===== config.mk =====
export PLATFORM = sky130hd
export DESIGN_NAME = api_transmit_frame_builder
export DESIGN_NICKNAME = d
export VERILOG_FILES = /design/src/sv/atfb_pkg.sv /design/src/sv/api_transmit_frame_builder.sv /design/src/sv/atfb_front.sv /design/src/sv/atfb_queue.sv /design/src/sv/atfb_back.sv
export SDC_FILE = /design/constraint.sdc
export NUM_CORES = 1
export LEC_CHECK = 0
export ABC_AREA = 1
export BUFFER_PORTS_ARGS = -buffer_cell sky130_fd_sc_hd__buf_2
export CAP_MARGIN = 5
export CORE_ASPECT_RATIO = 1.75
export CORE_MARGIN = 10
export CORE_UTILIZATION = 25
export DETAILED_ROUTE_END_ITERATION = 10
export GPL_TIMING_DRIVEN = 0
export PLACE_DENSITY = 0.41
export SYNTH_ARGS = -nofsm -noshare
export SYNTH_HDL_FRONTEND = slang
export SYNTH_SLANG_ARGS = --single-unit

===== constraint.sdc =====
create_clock -name clk -period 7.9 [get_ports clk]
set_input_delay 1.58 -clock clk [delete_from_list [all_inputs] [get_ports clk]]
set_output_delay 1.58 -clock clk [all_outputs]
set_load 0.01 [all_outputs]

===== src/sv/atfb_pkg.sv =====
`timescale 1ns / 1ps
// ----------------------------------------------------------------------------
// atfb_pkg: shared types and constants of the transmit frame builder
// Holds the frame constants, register indexes, register reset values and the
// structures passed between the front end, the item queue and the back end.
// ----------------------------------------------------------------------------
package atfb_pkg;

  // Frame constants.
  localparam logic [7:0] DELIM_BYTE  = 8'h7E;
  localparam logic [7:0] FRAME_TYPE  = 8'h10;
  localparam logic [7:0] CKSUM_BASE  = 8'hFF;
  localparam logic [8:0] FIXED_LEN   = 9'd14;
  localparam logic [8:0] MAX_PAYLOAD = 9'd256;

  // Configuration register indexes.
  localparam int unsigned CFG_IDX_W = 4;
  localparam logic [CFG_IDX_W-1:0] REG_DEST_ADDR_0 = 4'd0;
  localparam logic [CFG_IDX_W-1:0] REG_DEST_ADDR_1 = 4'd1;
  localparam logic [CFG_IDX_W-1:0] REG_DEST_ADDR_2 = 4'd2;
  localparam logic [CFG_IDX_W-1:0] REG_DEST_ADDR_3 = 4'd3;
  localparam logic [CFG_IDX_W-1:0] REG_FRAME_IDENT = 4'd4;
  localparam logic [CFG_IDX_W-1:0] REG_SHORT_DEST  = 4'd5;
  localparam logic [CFG_IDX_W-1:0] REG_RADIUS      = 4'd6;
  localparam logic [CFG_IDX_W-1:0] REG_TX_OPTIONS  = 4'd7;

  // Register reset values.
  localparam logic [63:0] DEST_ADDR_RST   = 64'h0013_A200_41F1_D3D7;
  localparam logic [7:0]  FRAME_IDENT_RST = 8'h01;
  localparam logic [15:0] SHORT_DEST_RST  = 16'hFFFE;
  localparam logic [7:0]  RADIUS_RST      = 8'h00;
  localparam logic [7:0]  TX_OPTIONS_RST  = 8'h00;

  // Item queue depth.
  localparam int unsigned QUEUE_DEPTH = 2;
  localparam int unsigned QPTR_W      = $clog2(QUEUE_DEPTH);

  // Configuration register set.
  typedef struct packed {
    logic [63:0] dest_addr_0;
    logic [63:0] dest_addr_1;
    logic [63:0] dest_addr_2;
    logic [63:0] dest_addr_3;
    logic [7:0]  frame_ident;
    logic [15:0] short_dest;
    logic [7:0]  radius;
    logic [7:0]  tx_options;
  } cfg_t;

  // One classified item as handed from the front end to the back end.
  typedef struct packed {
    logic [7:0] payload_byte;
    logic [8:0] length;
    logic [1:0] destination;
    logic       first;
    logic       last;
  } item_t;

endpackage


===== src/sv/api_transmit_frame_builder.sv =====
`timescale 1ns / 1ps
// An accepted item passes through the item queue before its first result is registered.
// One result byte per cycle while the queue holds an item and results are popped. The first
// byte of a frame is sent as 17 header bytes and the payload byte, then the checksum if it is
// last. Other bytes go out alone, then the checksum if last. A two-entry queue buffers items.
// Reset: synchronous, active high; clears frame state and loads register defaults.
// ----------------------------------------------------------------------------
// api_transmit_frame_builder: transmit-request frame serializer
// Accepts payload bytes, prepends the frame header on the first byte of a frame
// and appends the checksum after the last one.
// ----------------------------------------------------------------------------
module api_transmit_frame_builder
  import atfb_pkg::*;
(
  input  logic                 clk,
  input  logic                 rst,
  // Input item queue side.
  input  logic                 push,
  output logic                 full,
  input  logic [7:0]           payload_byte,
  input  logic [8:0]           payload_length,
  input  logic [1:0]           destination,
  // Result queue side.
  output logic                 empty,
  input  logic                 pop,
  output logic [7:0]           out_byte,
  output logic                 frame_end,
  output logic                 run_last,
  // Configuration write channel.
  input  logic                 cfg_valid,
  output logic                 cfg_ready,
  input  logic [CFG_IDX_W-1:0] cfg_index,
  input  logic [63:0]          cfg_data
);

  cfg_t  cfg;
  item_t front_item;
  item_t head_item;
  logic  accept;
  logic  q_empty;
  logic  head_done;
  logic  out_valid;

  assign cfg_ready = 1'b1;
  assign accept    = push && !full;
  assign empty     = !out_valid;

  // Configuration registers; writes beyond the list are dropped.
  always_ff @(posedge clk) begin
    if (rst) begin
      cfg.dest_addr_0 <= DEST_ADDR_RST;
      cfg.dest_addr_1 <= DEST_ADDR_RST;
      cfg.dest_addr_2 <= DEST_ADDR_RST;
      cfg.dest_addr_3 <= DEST_ADDR_RST;
      cfg.frame_ident <= FRAME_IDENT_RST;
      cfg.short_dest  <= SHORT_DEST_RST;
      cfg.radius      <= RADIUS_RST;
      cfg.tx_options  <= TX_OPTIONS_RST;
    end else if (cfg_valid && cfg_ready) begin
      case (cfg_index)
        REG_DEST_ADDR_0: cfg.dest_addr_0 <= cfg_data;
        REG_DEST_ADDR_1: cfg.dest_addr_1 <= cfg_data;
        REG_DEST_ADDR_2: cfg.dest_addr_2 <= cfg_data;
        REG_DEST_ADDR_3: cfg.dest_addr_3 <= cfg_data;
        REG_FRAME_IDENT: cfg.frame_ident <= cfg_data[7:0];
        REG_SHORT_DEST:  cfg.short_dest  <= cfg_data[15:0];
        REG_RADIUS:      cfg.radius      <= cfg_data[7:0];
        REG_TX_OPTIONS:  cfg.tx_options  <= cfg_data[7:0];
        default: ;
      endcase
    end
  end

  // Front end: classify accepted items.
  atfb_front u_front (
    .clk            (clk),
    .rst            (rst),
    .accept         (accept),
    .payload_byte   (payload_byte),
    .payload_length (payload_length),
    .destination    (destination),
    .item           (front_item)
  );

  // Queue between the two halves.
  atfb_queue u_queue (
    .clk     (clk),
    .rst     (rst),
    .wr_en   (accept),
    .wr_item (front_item),
    .rd_en   (head_done),
    .rd_item (head_item),
    .full    (full),
    .empty   (q_empty)
  );

  // Back end: serialize header, payload and checksum.
  atfb_back u_back (
    .clk        (clk),
    .rst        (rst),
    .cfg        (cfg),
    .head       (head_item),
    .head_valid (!q_empty),
    .head_done  (head_done),
    .pop        (pop),
    .out_valid  (out_valid),
    .out_byte   (out_byte),
    .frame_end  (frame_end),
    .run_last   (run_last)
  );

endmodule


===== src/sv/atfb_front.sv =====
`timescale 1ns / 1ps
// ----------------------------------------------------------------------------
// atfb_front: input classifier
// Tracks frame position, clamps the payload length on the first byte and tags
// each accepted item as first and/or last byte of its frame.
// ----------------------------------------------------------------------------
module atfb_front
  import atfb_pkg::*;
(
  input  logic       clk,
  input  logic       rst,
  input  logic       accept,
  input  logic [7:0] payload_byte,
  input  logic [8:0] payload_length,
  input  logic [1:0] destination,
  output item_t      item
);

  logic       in_frame;
  logic [8:0] bytes_left;
  logic [8:0] len_clamped;

  // Zero length counts as one byte, oversize saturates.
  always_comb begin
    len_clamped = payload_length;
    if (payload_length == 9'd0) begin
      len_clamped = 9'd1;
    end else if (payload_length > MAX_PAYLOAD) begin
      len_clamped = MAX_PAYLOAD;
    end
  end

  // Classification of the incoming item.
  always_comb begin
    item.payload_byte = payload_byte;
    item.length       = len_clamped;
    item.destination  = destination;
    item.first        = !in_frame;
    item.last         = in_frame ? (bytes_left == 9'd1) : (len_clamped == 9'd1);
  end

  // Frame position tracking.
  always_ff @(posedge clk) begin
    if (rst) begin
      in_frame   <= 1'b0;
      bytes_left <= 9'd0;
    end else if (accept) begin
      if (!in_frame) begin
        bytes_left <= len_clamped - 9'd1;
        in_frame   <= (len_clamped != 9'd1);
      end else begin
        bytes_left <= bytes_left - 9'd1;
        in_frame   <= (bytes_left != 9'd1);
      end
    end
  end

endmodule


===== src/sv/atfb_queue.sv =====
`timescale 1ns / 1ps
// ----------------------------------------------------------------------------
// atfb_queue: item queue
// Short first-in first-out buffer that decouples the classifier from the
// byte sequencer.
// ----------------------------------------------------------------------------
module atfb_queue
  import atfb_pkg::*;
(
  input  logic  clk,
  input  logic  rst,
  input  logic  wr_en,
  input  item_t wr_item,
  input  logic  rd_en,
  output item_t rd_item,
  output logic  full,
  output logic  empty
);

  item_t             entries [QUEUE_DEPTH];
  logic [QPTR_W-1:0] wr_ptr;
  logic [QPTR_W-1:0] rd_ptr;
  logic [QPTR_W:0]   count;

  assign full    = (count == (QPTR_W+1)'(QUEUE_DEPTH));
  assign empty   = (count == '0);
  assign rd_item = entries[rd_ptr];

  // Entry storage.
  always_ff @(posedge clk) begin
    if (wr_en) begin
      entries[wr_ptr] <= wr_item;
    end
  end

  // Pointers and fill count.
  always_ff @(posedge clk) begin
    if (rst) begin
      wr_ptr <= '0;
      rd_ptr <= '0;
      count  <= '0;
    end else begin
      if (wr_en) begin
        wr_ptr <= wr_ptr + 1'b1;
      end
      if (rd_en) begin
        rd_ptr <= rd_ptr + 1'b1;
      end
      if (wr_en && !rd_en) begin
        count <= count + 1'b1;
      end else if (rd_en && !wr_en) begin
        count <= count - 1'b1;
      end
    end
  end

endmodule


===== src/sv/atfb_back.sv =====
`timescale 1ns / 1ps
// ----------------------------------------------------------------------------
// atfb_back: byte sequencer
// Walks the header, payload and checksum steps of the item at the queue head
// and, while the output register is free, emits one byte per cycle into it.
// ----------------------------------------------------------------------------
module atfb_back
  import atfb_pkg::*;
(
  input  logic       clk,
  input  logic       rst,
  input  cfg_t       cfg,
  input  item_t      head,
  input  logic       head_valid,
  output logic       head_done,
  input  logic       pop,
  output logic       out_valid,
  output logic [7:0] out_byte,
  output logic       frame_end,
  output logic       run_last
);

  // Sequencer step codes.
  localparam logic [4:0] STEP_DELIM    = 5'd0;
  localparam logic [4:0] STEP_LEN_HI   = 5'd1;
  localparam logic [4:0] STEP_LEN_LO   = 5'd2;
  localparam logic [4:0] STEP_TYPE     = 5'd3;
  localparam logic [4:0] STEP_IDENT    = 5'd4;
  localparam logic [4:0] STEP_ADDR_7   = 5'd5;
  localparam logic [4:0] STEP_ADDR_6   = 5'd6;
  localparam logic [4:0] STEP_ADDR_5   = 5'd7;
  localparam logic [4:0] STEP_ADDR_4   = 5'd8;
  localparam logic [4:0] STEP_ADDR_3   = 5'd9;
  localparam logic [4:0] STEP_ADDR_2   = 5'd10;
  localparam logic [4:0] STEP_ADDR_1   = 5'd11;
  localparam logic [4:0] STEP_ADDR_0   = 5'd12;
  localparam logic [4:0] STEP_SDEST_HI = 5'd13;
  localparam logic [4:0] STEP_SDEST_LO = 5'd14;
  localparam logic [4:0] STEP_RADIUS   = 5'd15;
  localparam logic [4:0] STEP_OPTIONS  = 5'd16;
  localparam logic [4:0] STEP_PAYLOAD  = 5'd17;
  localparam logic [4:0] STEP_CHECKSUM = 5'd18;

  logic [4:0]  step;
  logic [4:0]  cur_step;
  logic [7:0]  running_sum;
  logic [63:0] addr_sel;
  logic [8:0]  total_len;
  logic [7:0]  byte_sel;
  logic        summed;
  logic        fire;
  logic        is_check;

  // A continuation byte skips the header steps.
  assign cur_step  = (!head.first && step == STEP_DELIM) ? STEP_PAYLOAD : step;
  assign fire      = head_valid && (!out_valid || pop);
  assign is_check  = (cur_step == STEP_CHECKSUM);
  assign head_done = fire && (is_check || (cur_step == STEP_PAYLOAD && !head.last));
  assign total_len = FIXED_LEN + head.length;

  // Destination address selection.
  always_comb begin
    case (head.destination)
      2'd0:    addr_sel = cfg.dest_addr_0;
      2'd1:    addr_sel = cfg.dest_addr_1;
      2'd2:    addr_sel = cfg.dest_addr_2;
      default: addr_sel = cfg.dest_addr_3;
    endcase
  end

  // Byte for the current step and whether it enters the checksum.
  always_comb begin
    summed = 1'b1;
    case (cur_step)
      STEP_DELIM: begin
        byte_sel = DELIM_BYTE;
        summed   = 1'b0;
      end
      STEP_LEN_HI: begin
        byte_sel = {7'd0, total_len[8]};
        summed   = 1'b0;
      end
      STEP_LEN_LO: begin
        byte_sel = total_len[7:0];
        summed   = 1'b0;
      end
      STEP_TYPE:     byte_sel = FRAME_TYPE;
      STEP_IDENT:    byte_sel = cfg.frame_ident;
      STEP_ADDR_7:   byte_sel = addr_sel[63:56];
      STEP_ADDR_6:   byte_sel = addr_sel[55:48];
      STEP_ADDR_5:   byte_sel = addr_sel[47:40];
      STEP_ADDR_4:   byte_sel = addr_sel[39:32];
      STEP_ADDR_3:   byte_sel = addr_sel[31:24];
      STEP_ADDR_2:   byte_sel = addr_sel[23:16];
      STEP_ADDR_1:   byte_sel = addr_sel[15:8];
      STEP_ADDR_0:   byte_sel = addr_sel[7:0];
      STEP_SDEST_HI: byte_sel = cfg.short_dest[15:8];
      STEP_SDEST_LO: byte_sel = cfg.short_dest[7:0];
      STEP_RADIUS:   byte_sel = cfg.radius;
      STEP_OPTIONS:  byte_sel = cfg.tx_options;
      STEP_PAYLOAD:  byte_sel = head.payload_byte;
      STEP_CHECKSUM: begin
        byte_sel = CKSUM_BASE - running_sum;
        summed   = 1'b0;
      end
      default: begin
        byte_sel = head.payload_byte;
        summed   = 1'b0;
      end
    endcase
  end

  // Step counter and checksum accumulator.
  always_ff @(posedge clk) begin
    if (rst) begin
      step        <= STEP_DELIM;
      running_sum <= 8'd0;
    end else if (fire) begin
      if (head_done) begin
        step <= STEP_DELIM;
      end else begin
        step <= cur_step + 5'd1;
      end
      if (cur_step == STEP_DELIM || is_check) begin
        running_sum <= 8'd0;
      end else if (summed) begin
        running_sum <= running_sum + byte_sel;
      end
    end
  end

  // Output register.
  always_ff @(posedge clk) begin
    if (rst) begin
      out_valid <= 1'b0;
    end else if (fire) begin
      out_valid <= 1'b1;
    end else if (pop) begin
      out_valid <= 1'b0;
    end
  end

  always_ff @(posedge clk) begin
    if (fire) begin
      out_byte  <= byte_sel;
      frame_end <= is_check;
      run_last  <= head_done;
    end
  end

endmodule

Word-level counts from Yosys, hierarchy flattened
Memories as Yosys holds them, arrays and structs flattened. A register that Yosys moved wholly into a read port is not among the register bits.
Index checks and enable logic that the tools add are counted.

word-level totals
  register bits after elaboration = 334
  bits in writable memories = 42
  memories = 1

operators by class
  add/sub/neg operators = 10
  order comparisons = 1
  equal/unequal tests = 32
  multiplexer cells = 20
  reductions and logical operators = 37

memory list
  memory           words  bits a word  read ports  clocked after Yosys merged registers in  write ports  line              text
  u_queue.entries  2      21           1           1                                        1            atfb_queue.sv:20  item_t entries [QUEUE_DEPTH];

operators with widths
  cell                   number
  $pmux W64 S3           1
  $pmux W8 S18           1
  $eq A5 B4 Y1 const B   8
  $mux W9                3
  $eq A5 B3 Y1 const B   4
  $eq A9 B1 Y1 const B   2
  $ne A9 B1 Y1 const B   2
  $reduce_and A2 Y1      9
  $sub A9 B1 Y9 const B  2
  $eq A4 B3 Y1 const B   4
  $mux W8                2
  $eq A5 B5 Y1 const B   3
  $reduce_or A15 Y1      1
  $eq A5 B2 Y1 const B   2
  $logic_not A5 Y1       2
  $mux W5                2
  $add A4 B9 Y9 const A  1
  $gt A9 B9 Y1 const B   1
  $logic_not A9 Y1       1
  $mux W1                9
  $add A8 B8 Y8          1
  $eq A4 B2 Y1 const B   2
  $logic_not A1 Y1       8
  $sub A8 B8 Y8 const A  1
  14 further kinds       28

Logic depth before layout (Yosys ltp)
Gate-level depths: netlist (run 1).

  depth in word-level cells = 10
  gate-level depth with buffers = 31

Modules after synthesis
Synthesis (run 1) repeated with hierarchy kept, for this count alone.

second synthesis, totals
  cell total of the unflattened synthesis = 2,645
  area, all modules = 18,470.2 µm²

by module, submodules not included
  module                      times used  cells an instance  area an instance (µm²)
  api_transmit_frame_builder  1           1,636              11,426.0
  atfb_back                   1           754                4,241.6
  atfb_queue                  1           98                 1,821.7
  atfb_front                  1           157                980.9

Worst setup path after synthesis (run 1)
OpenSTA, ideal clock, no wires.

  path type = register -> register
  start point = register (tool-made name)
  end point = register u_back.running_sum[5]
  setup time = 0.132 ns
  arrival time = 3.644 ns
  path slack = 4.124 ns
  cell stages (with the launch flop) = 29
  path buffers = 3
  clock period less this slack = 3.776 ns
  cells stage by stage = dfxtp_1 -> inv_2 -> buf_6 -> nand2_1 -> nand2_1 -> inv_1 -> nand2_1 -> nand2_1 -> ha_1 -> inv_1 -> nor2_1 -> ha_1 -> buf_1 -> nor2_1 -> nand3_1 -> nor2_2 -> nand2_1 -> buf_2 -> a21oi_1 -> a21boi_0 -> nor2_1 -> ha_1 -> a21oi_1 -> nand2_1 -> a21oi_1 -> o21ai_0 -> or2_2 -> nand3_1 -> a21oi_1

RTL lines
  element               line              text
  end signal, assigned  atfb_back.sv:127  running_sum <= running_sum + byte_sel;
  end, declared         atfb_back.sv:46   logic [7:0] running_sum;

==> results.py, run 1 <==
metrics = {
    "critical_path": {
        "crit_arrival_ns": 5.94,
        "worstPathMaxFanout": 10,
        "critPathMaxStageDelay_ns": 0.91,
        "slowest_stage": "nor2_1",
        "crit_path_frequent_cell": "nand2_1",
        "ff2ff_setup_slack_ns": 2.48,
        "worstSetupPathType": "flip-flop to flip-flop",
        "reg2reg_to": "u_back.running_sum[6]",
        "cp-start-kind": "flip-flop",
        "required_ns": 8.42,
        "worst_r2r_path_depth": 27,
        "cp-end-kind": "flip-flop",
    },
    "timing": {
        "setup_violations": 0,
        "fmax_mhz": 185,
        "min_period_over_period": 0.686,
        "max_slew_margin": 0.197,
        "tightest_slew_ns": 1.20,
        "min_period_ns": 5.42,
        "clock_skew_ns": 0.0325,
        "setup-tns-final_ns": 0,
        "slew_viol_final": 0,
        "rsz0062_at_grt": "no",
        "hold_viol_final": 0,
    },
    "power_and_ir_drop": {
        "power_density_nw_per_um2": 309,
        "intPower_uw": 3870,
        "pwr-share-comb": 0.309,
        "power.share.clock": 0.338,
        "p_leak_uw": 0.00829,
        "ir_worst_vdd_v": 0.000147,
        "power.share.sequential": 0.353,
        "power_uw": 6160,
        "switching_power_uw": 2280,
        "switching_share": 0.371,
    },
    "yosys": {
        "synth_seq_cells": 377,
        "ys_async_sr_fraction": 0,
        "synthFlopType": "dfxtp_1",
        "post_synth_inst_count": 2307,
        "synth_nets": 2418,
        "synth_edf_count": 52,
        "yosysWarnings": 0,
        "synth_area_sq_um": 16900,
        "syn_area_per_cell_sq_um": 7.32,
        "ys_seq_area_frac": 0.478,
        "synth_cell_types": 47,
    },
    "route": {
        "drc": 0,
        "avgViaCountPerCell": 4.88,
        "ant_nets": 0,
        "num_vias": 16500,
        "wl_per_cell_um": 22.3,
        "drtIter0Drc": 1134,
        "routed_wl_um": 75300,
        "first_pass_iters": 5,
    },
    "place": {
        "hpwlAfterDp_um": 57100,
        "globalplace.congestion": 0.889,
        "portBuffers": 94,
        "place_inst": 3300,
        "dpl_cell_area_sq_um": 18500,
    },
    "global_routing": {
        "grt_usage": 0.186,
        "grt_pass1_vias": 16200,
        "grt_overflow": 0,
        "grt_max_degree": 15,
        "grt_pass1_wl_um": 109000,
        "antenna_found_initial": 7,
    },
    "clocking": {
        "clock-sinks": 377,
        "cts.root.buffer_cell": "clkbuf_16",
        "cts_hold_buf": 0,
        "cts.clk_slew.worst_paths_ns": 0.06,
        "post-cts-setup-buffer-count": 0,
        "cts_buffer_depth": 3,
        "cts_inserted_buffers": 41,
        "clk_latency_ns": 0.59,
        "post_cts_resized": 0,
        "htree_levels": 2,
        "tritoncts": "done",
    },
    "finish": {
        "multiInputGateArea_sq_um": 7630,
        "drive_above_1_share": 0.0908,
        "layout.core_utilization": 0.297,
        "stdcell_area_sq_um": 20000,
        "layout.cells.non_filler": 3375,
        "layout_commonest_cell": "nand2_1",
        "fillCellCount": 7487,
        "syn2layout_area_growth_pct": 18.2,
        "seqCellArea_sq_um": 8070,
        "layout_common_cells": "nand2_1, nor2_1, dfxtp_1",
        "nets": 2558,
    },
    "floorplanning": {
        "io_pins": 105,
        "row_count": 126,
        "die-area_sq_um": 78800,
        "die_w_um": 216,
        "core_sq_um": 67200,
        "die_h_um": 364,
        "initial_core_util": 0.251,
    },
    "worst_hold_path": {
        "min_path_type": "flip-flop to flip-flop",
        "whs_path_depth": 1,
        "min_from": "u_queue.rd_ptr",
        "holdPathEnd": "u_queue.rd_ptr",
    },
    "job": {
        "maxCapViolCount": 0,
    },
    "run_status": {
        "status": "completed",
    },
}
## worst max-delay path by stage
stage,startpoint,end,cells past startpoint
after CTS,flip-flop,u_back.running_sum[6],27
after detailed placement,flip-flop,u_back.running_sum[6],27
final,flip-flop,u_back.running_sum[6],27
after global placement,flip-flop,u_back.running_sum[6],27
after floorplan,flip-flop,u_back.running_sum[5],28
after global routing,flip-flop,u_back.running_sum[6],27
## metrics by stage
step / setup WS (ns) / hold slack (ns)
floorplan: 4.12 / 0.420
global placement: 2.53 / 0.432
finish: 2.48 / 0.450
CTS: 2.46 / 0.452
detailed placement: 2.51 / 0.439
global route: 2.14 / 0.472
## critical path: cells and delay by family, from the launching register on
| family | cells | cell delay [ns] |
|---|---|---|
| adders and majority gates | 3 | 0.96 |
| AOI/OAI and AO/OA | 5 | 1.17 |
| DFF | 1 | 0.40 |
| buffers and inverters | 5 | 0.49 |
| and+or+nand+nor | 13 | 2.19 |
| xor gates and xnor gates | 1 | 0.13 |
## registers in the layout (all words and copies together), names as in the netlist, named ones only
signal,cells
u_front.in_frame,1
u_back.step,5
u_back.running_sum,8
u_back.out_valid,1
u_back.out_byte,8
u_queue.count,2
u_front.bytes_left,9
cfg,296
u_queue.entries,42
u_back.frame_end,1
u_back.run_last,1
u_queue.rd_ptr,1
u_queue.wr_ptr,1
## per-layer routing
layer | wire (um) | share of wire | vias up | GRT usage
met5 | 68 | 0.00090 | - | 0
li1 | - | - | 7889 | -
met2 | 38700 | 0.51 | 553 | 0.343
met1 | 27300 | 0.36 | 7833 | 0.192
met3 | 4440 | 0.059 | 182 | 0.0348
met4 | 4870 | 0.065 | 10 | 0.115
## final cells by class
| cell class | instances | share of cell area |
|---|---|---|
| tap | 896 | 0.0562 |
| multi-input combinational | 1626 | 0.382 |
| antenna | 2 | 0.000251 |
| inverter | 165 | 0.0310 |
| clock inverter | 13 | 0.0104 |
| timing repair buffer | 97 | 0.0258 |
| sequential | 377 | 0.404 |
| buffer | 139 | 0.0293 |
| clock buffer | 60 | 0.0606 |
## power groups by stage
| stage | Sequential [uW] | Combinational [uW] | Clock [uW] |
|---|---|---|---|
| global placement | 2220 | 1890 | 0 |
| CTS | 2180 | 1920 | 2130 |
| floorplan | 2210 | 1140 | 0 |
| global route | 2190 | 2080 | 2200 |
| finish | 2170 | 1900 | 2080 |
| detailed placement | 2220 | 1910 | 0 |
## synthesized netlist by cell type, types with 4 or more instances
cell type | n | area share
nand2_1 | 489 | 0.11
nor2_1 | 362 | 0.080
dfxtp_1 | 325 | 0.39
o21ai_0 | 276 | 0.082
nand3_1 | 193 | 0.057
inv_1 | 155 | 0.034
a21oi_1 | 117 | 0.035
clkbuf_1 | 104 | 0.023
o211ai_1 | 56 | 0.025
edfxtp_1 | 52 | 0.092
nand4_1 | 20 | 0.0074
ha_1 | 18 | 0.013
buf_2 | 17 | 0.0050
nor2_2 | 11 | 0.0041
a221oi_1 | 7 | 0.0036
a31oi_1 | 7 | 0.0026
buf_1 | 7 | 0.0016
or2_2 | 7 | 0.0026
a211oi_1 | 6 | 0.0027
buf_4 | 6 | 0.0027
inv_2 | 6 | 0.0013
nand2_2 | 6 | 0.0022
nor3_1 | 6 | 0.0018
xor2_1 | 6 | 0.0031
a21boi_0 | 4 | 0.0018
clkinv_1 | 4 | 0.00089
nand3b_1 | 4 | 0.0018
o21a_1 | 4 | 0.0018
## kinds of logic (layout without fill, tap and decap cells)
group                      after synthesis  count (layout)  synth area share
AOI/OAI and AO/OA                      492             492             0.162
xor gates and xnor gates                 9               9           0.00467
adders and majority gates               19              19            0.0145
buffers and inverters                  304             474            0.0713
DFF                                    377             377             0.478
muxes                                    3               3           0.00178
other                                    1               3          0.000222
and+or+nand+nor                       1102            1102             0.268
No activity file was read; power rests on OpenSTA's default activity.
==> inputs of run 2 (changes only) <==
Settings changed: PLACE_DENSITY 0.41 to 0.42.
Clock period 7.9 ns to 4.65 ns, I/O delays scaled along.
==> results.py, run 2 (same netlist as run 1, synthesis figures left out) <==
metrics = {
    "run_status": {
        "status": "completed",
    },
    "critical_path": {
        "required_ns": 5.08,
        "cp-end-kind": "flip-flop",
        "crit_arrival_ns": 4.88,
        "ff2ff_setup_slack_ns": 0.20,
        "worstPathMaxFanout": 10,
        "cp-start-kind": "flip-flop",
        "worstSetupPathType": "flip-flop to flip-flop",
    },
    "route": {
        "wl_per_cell_um": 22.2,
        "ant_nets": 0,
        "num_vias": 16500,
        "drc": 0,
        "first_pass_iters": 7,
        "drtIter0Drc": 1184,
        "routed_wl_um": 75100,
        "avgViaCountPerCell": 4.88,
    },
    "finish": {
        "regMostFlops": "cfg",
        "layout_commonest_cell": "nand2_1",
        "nets": 2562,
        "layout_common_cells": "nand2_1, nor2_1, dfxtp_1",
        "largest_reg_flops": 296,
        "drive_above_1_share": 0.104,
        "syn2layout_area_growth_pct": 19.3,
        "multiInputGateArea_sq_um": 7810,
        "fillCellCount": 7398,
        "seqCellArea_sq_um": 8070,
        "stdcell_area_sq_um": 20200,
        "reg.largest.list": "cfg x296, u_queue.entries x42, u_front.bytes_left x9",
        "layout.cells.non_filler": 3380,
    },
    "worst_hold_path": {
        "min_path_type": "flip-flop to flip-flop",
    },
    "place": {
        "dpl_cell_area_sq_um": 18500,
        "hpwlAfterDp_um": 57200,
        "place_inst": 3300,
        "globalplace.congestion": 0.908,
        "portBuffers": 94,
    },
    "global_routing": {
        "grt_pass1_wl_um": 110000,
        "grt_max_degree": 14,
        "grt_usage": 0.186,
        "grt_pass1_vias": 16400,
        "antenna_found_initial": 6,
        "grt_overflow": 0,
    },
    "clocking": {
        "cts.root.buffer_cell": "clkbuf_16",
        "cts_buffer_depth": 3,
        "clk_latency_ns": 0.57,
        "cts_hold_buf": 0,
        "cts.clk_slew.worst_paths_ns": 0.06,
        "clock-sinks": 377,
        "cts_inserted_buffers": 41,
        "tritoncts": "done",
        "htree_levels": 2,
    },
    "timing": {
        "hold_viol_final": 0,
        "min_period_over_period": 0.957,
        "slew_viol_final": 0,
        "clock_skew_ns": 0.0172,
        "rsz0062_at_grt": "no",
        "setup_violations": 0,
        "tightest_slew_ns": 0.974,
        "setup-tns-final_ns": 0,
        "min_period_ns": 4.45,
        "fmax_mhz": 225,
        "max_slew_margin": 0.350,
    },
    "job": {
        "maxCapViolCount": 0,
    },
    "floorplanning": {
        "row_count": 126,
        "die_w_um": 216,
        "initial_core_util": 0.251,
        "die-area_sq_um": 78800,
        "die_h_um": 364,
        "io_pins": 105,
        "core_sq_um": 67200,
    },
    "power_and_ir_drop": {
        "p_leak_uw": 0.00835,
        "ir_worst_vdd_v": 0.000282,
        "power_density_nw_per_um2": 525,
    },
}
## run 2: changes by cell type in the layout (fill, tap and decap cells not counted), sizes merged
cell,change
clkinv,+1
inv,+1
clkbuf,+3
diode,-1
buf,+3
bufinv,-2
## run 2: per-layer routing
layer | vias up | GRT usage | part of all wire
li1 | 7904 | - | -
met1 | 7836 | 0.185 | 0.35
met2 | 536 | 0.349 | 0.52
met3 | 195 | 0.0354 | 0.055
met4 | 8 | 0.118 | 0.068
met5 | - | 0 | 0.00067
## run 2: final cells by class
type                            instances  share of cell area
Sequential cell                       377               0.400
Multi-Input combinational cell       1626               0.387
Clock buffer                           62              0.0614
Tap cell                              896              0.0556
Inverter                              165              0.0307
Buffer                                138              0.0296
Timing Repair Buffer                  102              0.0274
Clock inverter                         13             0.00732
Antenna cell                            1            0.000124
## run 2: what timing repair did
action	in CTS	in global routing
endpoints found under the setup margin	7	5
setup buffers	0	5
pin swaps	1	12
resized for setup	24	41
## run 2: path summary, 6_finish.rpt
path                  start                     to  cells past startpoint
setup / recovery  flip-flop  u_back.running_sum[7]                     23
hold / removal     cfg[128]               cfg[128]                      2
setup reg to reg  flip-flop  u_back.running_sum[7]                     23
hold reg to reg    cfg[128]               cfg[128]                      2
## run 2: where the power goes
part | switching [uW] | internal [uW]
clock network | 1450 | 2010
logic | 2420 | 1010
registers | 114 | 3590
## run 2: worst max-delay path: stages (launching register included)
cell      delay, ns
dfxtp_4        0.37
inv_2          0.06
buf_6          0.13
nand2_1        0.10
nand2_4        0.13
nand2_1        0.11
buf_4          0.23
buf_4          0.23
buf_4          0.23
o211ai_1       0.64
nand4_1        0.36
nor4_4         0.35
o21ai_2        0.11
ha_1           0.34
nand2_1        0.08
inv_1          0.05
nand4_1        0.09
o211ai_1       0.15
xor2_1         0.24
inv_1          0.06
nand2_1        0.06
nand2_1        0.05
nand2_1        0.05
a21oi_1        0.05
## run 2: metrics by stage
stage / hold slack, ns / power (uW) / setup WS (ns) / utilization
6_report: 0.452 / 10600 / 0.201 / 0.300
2_1_floorplan: 0.420 / 5690 / 0.874 / -
4_1_cts: 0.453 / 10500 / -0.0360 / 0.298
3_5_place_dp: 0.437 / 7030 / -0.706 / 0.276
3_3_place_gp: 0.432 / 6990 / -0.720 / 0.275
5_1_grt: 0.465 / 11100 / 0.00422 / 0.300
